### src/rtl/hdris_pkg.sv
package hdris_pkg;

    // Register map of the configuration port
    localparam int unsigned CFG_IDX_W  = 2;
    localparam int unsigned CFG_DATA_W = 13;

    localparam logic [CFG_IDX_W-1:0] REG_IMAGE_WIDTH  = 2'd0;
    localparam logic [CFG_IDX_W-1:0] REG_IMAGE_HEIGHT = 2'd1;

    // Frame geometry
    localparam int unsigned SIZE_W        = 13;
    localparam int unsigned COORD_W       = 12;
    localparam int unsigned SIZE_MIN      = 5;
    localparam int unsigned SIZE_MAX      = 4096;
    localparam int unsigned WIDTH_RESET   = 640;
    localparam int unsigned HEIGHT_RESET  = 480;
    localparam int unsigned BORDER        = 2;
    localparam int unsigned EMIT_ROW_MIN  = 4;
    localparam int unsigned READ_AHEAD    = 3;

    // One line store per value of row mod 4
    localparam int unsigned NUM_BANKS = 4;

    // Output field widths
    localparam int unsigned OUT_PIX_W = 16;

    // Class code bits
    localparam int unsigned CLS_LONG_BIT = 0;
    localparam int unsigned CLS_DIAG_BIT = 1;

    typedef logic [1:0] t_cls;
    typedef logic [SIZE_W-1:0] t_size;

    // Class of a pixel, indexed by {col mod 4, row mod 4}
    function automatic t_cls class_of(input logic [3:0] idx);
        t_cls cls;
        unique case (idx)
            4'd0:    cls = 2'd1;
            4'd1:    cls = 2'd2;
            4'd2:    cls = 2'd0;
            4'd3:    cls = 2'd2;
            4'd4:    cls = 2'd3;
            4'd5:    cls = 2'd0;
            4'd6:    cls = 2'd3;
            4'd7:    cls = 2'd1;
            4'd8:    cls = 2'd0;
            4'd9:    cls = 2'd2;
            4'd10:   cls = 2'd1;
            4'd11:   cls = 2'd2;
            4'd12:   cls = 2'd3;
            4'd13:   cls = 2'd1;
            4'd14:   cls = 2'd3;
            default: cls = 2'd0;
        endcase
        return cls;
    endfunction

    // Clamp a frame dimension to [SIZE_MIN, lim]
    function automatic t_size clamp_size(input t_size val, input t_size lim);
        t_size res;
        if (val < t_size'(SIZE_MIN)) begin
            res = t_size'(SIZE_MIN);
        end else if (val > lim) begin
            res = lim;
        end else begin
            res = val;
        end
        return res;
    endfunction

endpackage

### src/rtl/hdris_cell.sv
module hdris_cell
    import hdris_pkg::*;
#(
    parameter int unsigned PB = 16
) (
    input  logic                            i_clk,
    input  logic                            i_shift,
    input  logic [NUM_BANKS-1:0][PB-1:0]    i_col,
    output logic [NUM_BANKS-1:0][PB-1:0]    o_col
);

    // One column of the window: a value from each line store
    logic [NUM_BANKS-1:0][PB-1:0] r_col;

    // Take the neighbour's column on every transaction
    always_ff @(posedge i_clk) begin
        if (i_shift) begin
            r_col <= i_col;
        end
    end

    assign o_col = r_col;

endmodule

### config.mk
export PLATFORM = sky130hd
export DESIGN_NAME = hdris_cell
export DESIGN_NICKNAME = d
export VERILOG_FILES = /design/src/rtl/hdris_pkg.sv /design/src/rtl/hdris_cell.sv
export SDC_FILE = /design/constraint.sdc
export NUM_CORES = 1
export LEC_CHECK = 0
export ABC_AREA = 0
export BUFFER_PORTS_ARGS = -buffer_cell sky130_fd_sc_hd__buf_2
export CORE_MARGIN = 3
export CORE_UTILIZATION = 43
export CTS_CLUSTER_DIAMETER = 100
export DETAILED_ROUTE_END_ITERATION = 16
export GPL_TIMING_DRIVEN = 0
export HOLD_SLACK_MARGIN = 0.15
export MAX_ROUTING_LAYER = met4
export PLACE_DENSITY = 0.87
export SKIP_CTS_REPAIR_TIMING = 1
export SYNTH_ARGS = -nofsm -noshare
export SYNTH_HDL_FRONTEND = slang
export SYNTH_SLANG_ARGS = --single-unit
### constraint.sdc
create_clock -name i_clk -period 0.8 [get_ports i_clk]
set_input_delay 0.16 -clock i_clk [delete_from_list [all_inputs] [get_ports i_clk]]
set_output_delay 0.16 -clock i_clk [all_outputs]
set_load 0.02 [all_outputs]
Yosys cells after proc, flatten, opt, wreduce, memory -nomap -nowiden
Cells that the tools add are included.
{"block": "word_totals", "out_inout_bits": 64, "elab_cells": 4, "register_bits": 64, "input_bits": 66}

Logic depth before layout (Yosys ltp)
{"block": "logic_depth", "ltp_word": 0, "ltp_mapped": 0, "ltp_nobuf": 0}

Least setup slack after synthesis
OpenSTA, ideal clock, no wires.
{"block": "synth_timing", "kind": "flip-flop to output port", "from": "register r_col, in the netlist o_col[0]", "to": "output port o_col[0] (netlist name)", "stages_incl_launch_ff": 1, "n_path_buf": 0, "required_ns": 0.640, "t_arrival_ns": 0.449, "path_slack_ns": 0.191, "cell_sequence": "edfxtp_1"}
{"item": "start: declaration", "line_no": "hdris_cell.sv:13", "rtl": "logic [NUM_BANKS-1:0][PB-1:0] r_col;"}
{"item": "start signal: assignment", "line_no": "hdris_cell.sv:18", "rtl": "r_col <= i_col;"}
{"item": "end: declaration", "line_no": "hdris_cell.sv:9", "rtl": "output logic [NUM_BANKS-1:0][PB-1:0] o_col"}
No word-level cell between the ends.

Final worst setup path
{"block": "layout_timing", "from": "register r_col, in the netlist o_col[18]", "to": "output port o_col[18] (netlist name)"}
No word-level cell between the ends.

==> impl_results.md <==
- Status: complete, but fails checks
- Failing checks: setup timing
- Crit path max fanout: 1
- Post-synth top area cell: edfxtp_1
- Kind of critical path: register to output pin
- Vias: about 1.5k
- First-pass GRT wire length: 5550 microns
- Clk pwr share: 32.2%
- Met2 Usage GRT: 24.5%
- Worst Tran Pin Value: 0.557 ns
- Maximum clock path buffer count: 2
- Gate Count Post-Synth: 64
- Power per cell area: 2130 nW/um^2
- Largest net degree at the start of global routing: 65
- CP Launch Type: register
- Synth Net Count: 130
- Routed length per placed instance: 17.1 microns
- Grt met1 use: 16.0%
- HP Class: input port to register
- Slew HR: 62.9%
- Antenna violations before repair: 0
- Share of cells above drive strength 1: 51.6%
- Synth area leaders: edfxtp_1
- Starting Density: 46.4%
- CP max-delay cell: edfxtp_1
- Boundary Pins: 130
- Min-Delay Endpoint: o_col[56]
- Commonest non-fill, non-tap cell in the layout: buf_2
- Tot Pwr: approximately 7.9 mW
- Fin crit share: 134%
- Final GP Congestion: 0.652
- RSZ-0062 raised after global routing: yes
- Clock Tree Root: clkbuf_8
- Drt initial violations: 86
- Synth top area share: 100%
- Gr usage total: between 10% and 20%
- Final wirelength: 5530 microns
- DRT Pass-1 Iters: 4
- Area taken by multi-input logic gates: 0 sq um
- Sw Share: 23.3%
- Vias in the first global route: 1,196
- Met3 usage: 5.79%
- Flops & latches, synth: 64
- Clk slew on worst S/H paths: 0.06 ns
- Die Span X: 72.9 microns
- Cell area after synthesis: 1920 sq um
- Max cap viols: 0
- CP Capture Type: output pin
- Diodes inserted: 0
- HP Start: i_shift
- Die height: 72.9 microns
- Critical Path AT: 0.91 ns
- Number of nets in the layout: 334
- Most frequent cells in the layout: buf_2, dlygate4sd3_1, edfxtp_1
- Comb power frac: ~16%
- Inserted Clock Buffers: 9
- Hold Vio Cnt, Final: 0
- Drt drc: 0
- Core area: 4140 sq um
- Minimum clock period: 1.07 ns
- Slew Limit Fails: 0
- Post-route setup slack: -0.272 ns
- Sequential group share of total power: 51.7%
- CTS tree: yes
- Die area: 5310 sq um
- Ys Warns: 0
- Post-synth cell types: 1
- Leakage power: between 1.5 and 2 nW
- Peak supply drop: between 2000 and 2500 uV
- Antenna Nets Post-Route: 0
- Multi-input logic cell count: 0
- Worst hold path stage count: 1
- Clock sinks: 64
- Cell family with most CP delay: flip-flops
- Worst path bufs/invs: 1
- Max reg flops: 64
- Final Non-Filler Cells: 323
- CP max stage delay: 0.43 ns
- Maximum clock frequency: 0.933 GHz
- Net Switching: 1.85 mW
- Num rows: 23
- Vias/cell: 4.50
- Cell Int Power: slightly above 6 mW
- GRT busiest layer: met2
- WP data required: 0.64 ns
- Cells after DPL: 243
- Total gr overflow: 0
- Crit path cell chain: buf_6
- Area grow syn2layout: 94.5%
- Endpoints failing setup: 64
- H-Tree Depth: 3
- IO buf count: 129
- Seq/Total Area, Yosys: 100%
- Fillers: 167
- Syn_area_per_cell: 30.0 sq um
-- worst max path at each step --
stage	from	end	slack, ns	depth (start not counted)
after floorplan	o_col[0]	o_col[0]	0.19	0
after global placement	i_shift	o_col[39]	-0.73	1
after detailed placement	i_shift	o_col[51]	-0.81	1
after CTS	i_shift	o_col[51]	-0.45	1
after global routing	o_col[18]	o_col[18]	-0.32	1
final	o_col[18]	o_col[18]	-0.27	1
-- power groups by stage --
stage	sequential, mW	combinational, mW	clock [mW]
finish	4.11	1.28	2.56
global route	4.13	1.34	2.71
CTS	4.05	0.815	2.57
detailed placement	4.12	0.815	0
global placement	4.11	0.792	0
floorplan	4.48	0	0
-- area by class of cell --
type	count	area [sq um]	area share (%)
Clock buffer	11	131	3.52
Clock inverter	5	47.5	1.27
Sequential cell	64	1920	51.4
Tap cell	50	62.6	1.67
Timing Repair Buffer	193	1570	42.1
-- cell usage after synthesis (all sizes together) --
cell and n:
edfxtp 64
-- kinds of logic after synthesis --
logic type,after synthesis,synth area share [%]
flip-flops,64,100
-- per-stage QoR --
step | setup TNS (ns) | instance area (sq um) | setup WS [ns] | util (%) | hold slack [ns]
floorplan | 0 | 1920 | 0.191 | - | 0.259
global placement | -46.77 | 2630 | -0.733 | 63.5 | 0.337
detailed placement | -51.88 | 2630 | -0.813 | 63.5 | 0.338
CTS | -43.10 | 2810 | -0.449 | 67.8 | -0.00997
global route | -16.20 | 3740 | -0.318 | 90.2 | 0.334
finish | -13.98 | 3740 | -0.272 | 90.2 | 0.320
-- layer usage --
layer | share of wire, % | wire (microns) | up-vias
li1 | - | - | 669
met1 | 34 | 1870 | 679
met2 | 52 | 2900 | 93
met3 | 11 | 609 | 14
met4 | 2.8 | 153 | 0
met5 | 0 | 0 | -
Note: power is estimated with default switching activity, not from simulation.
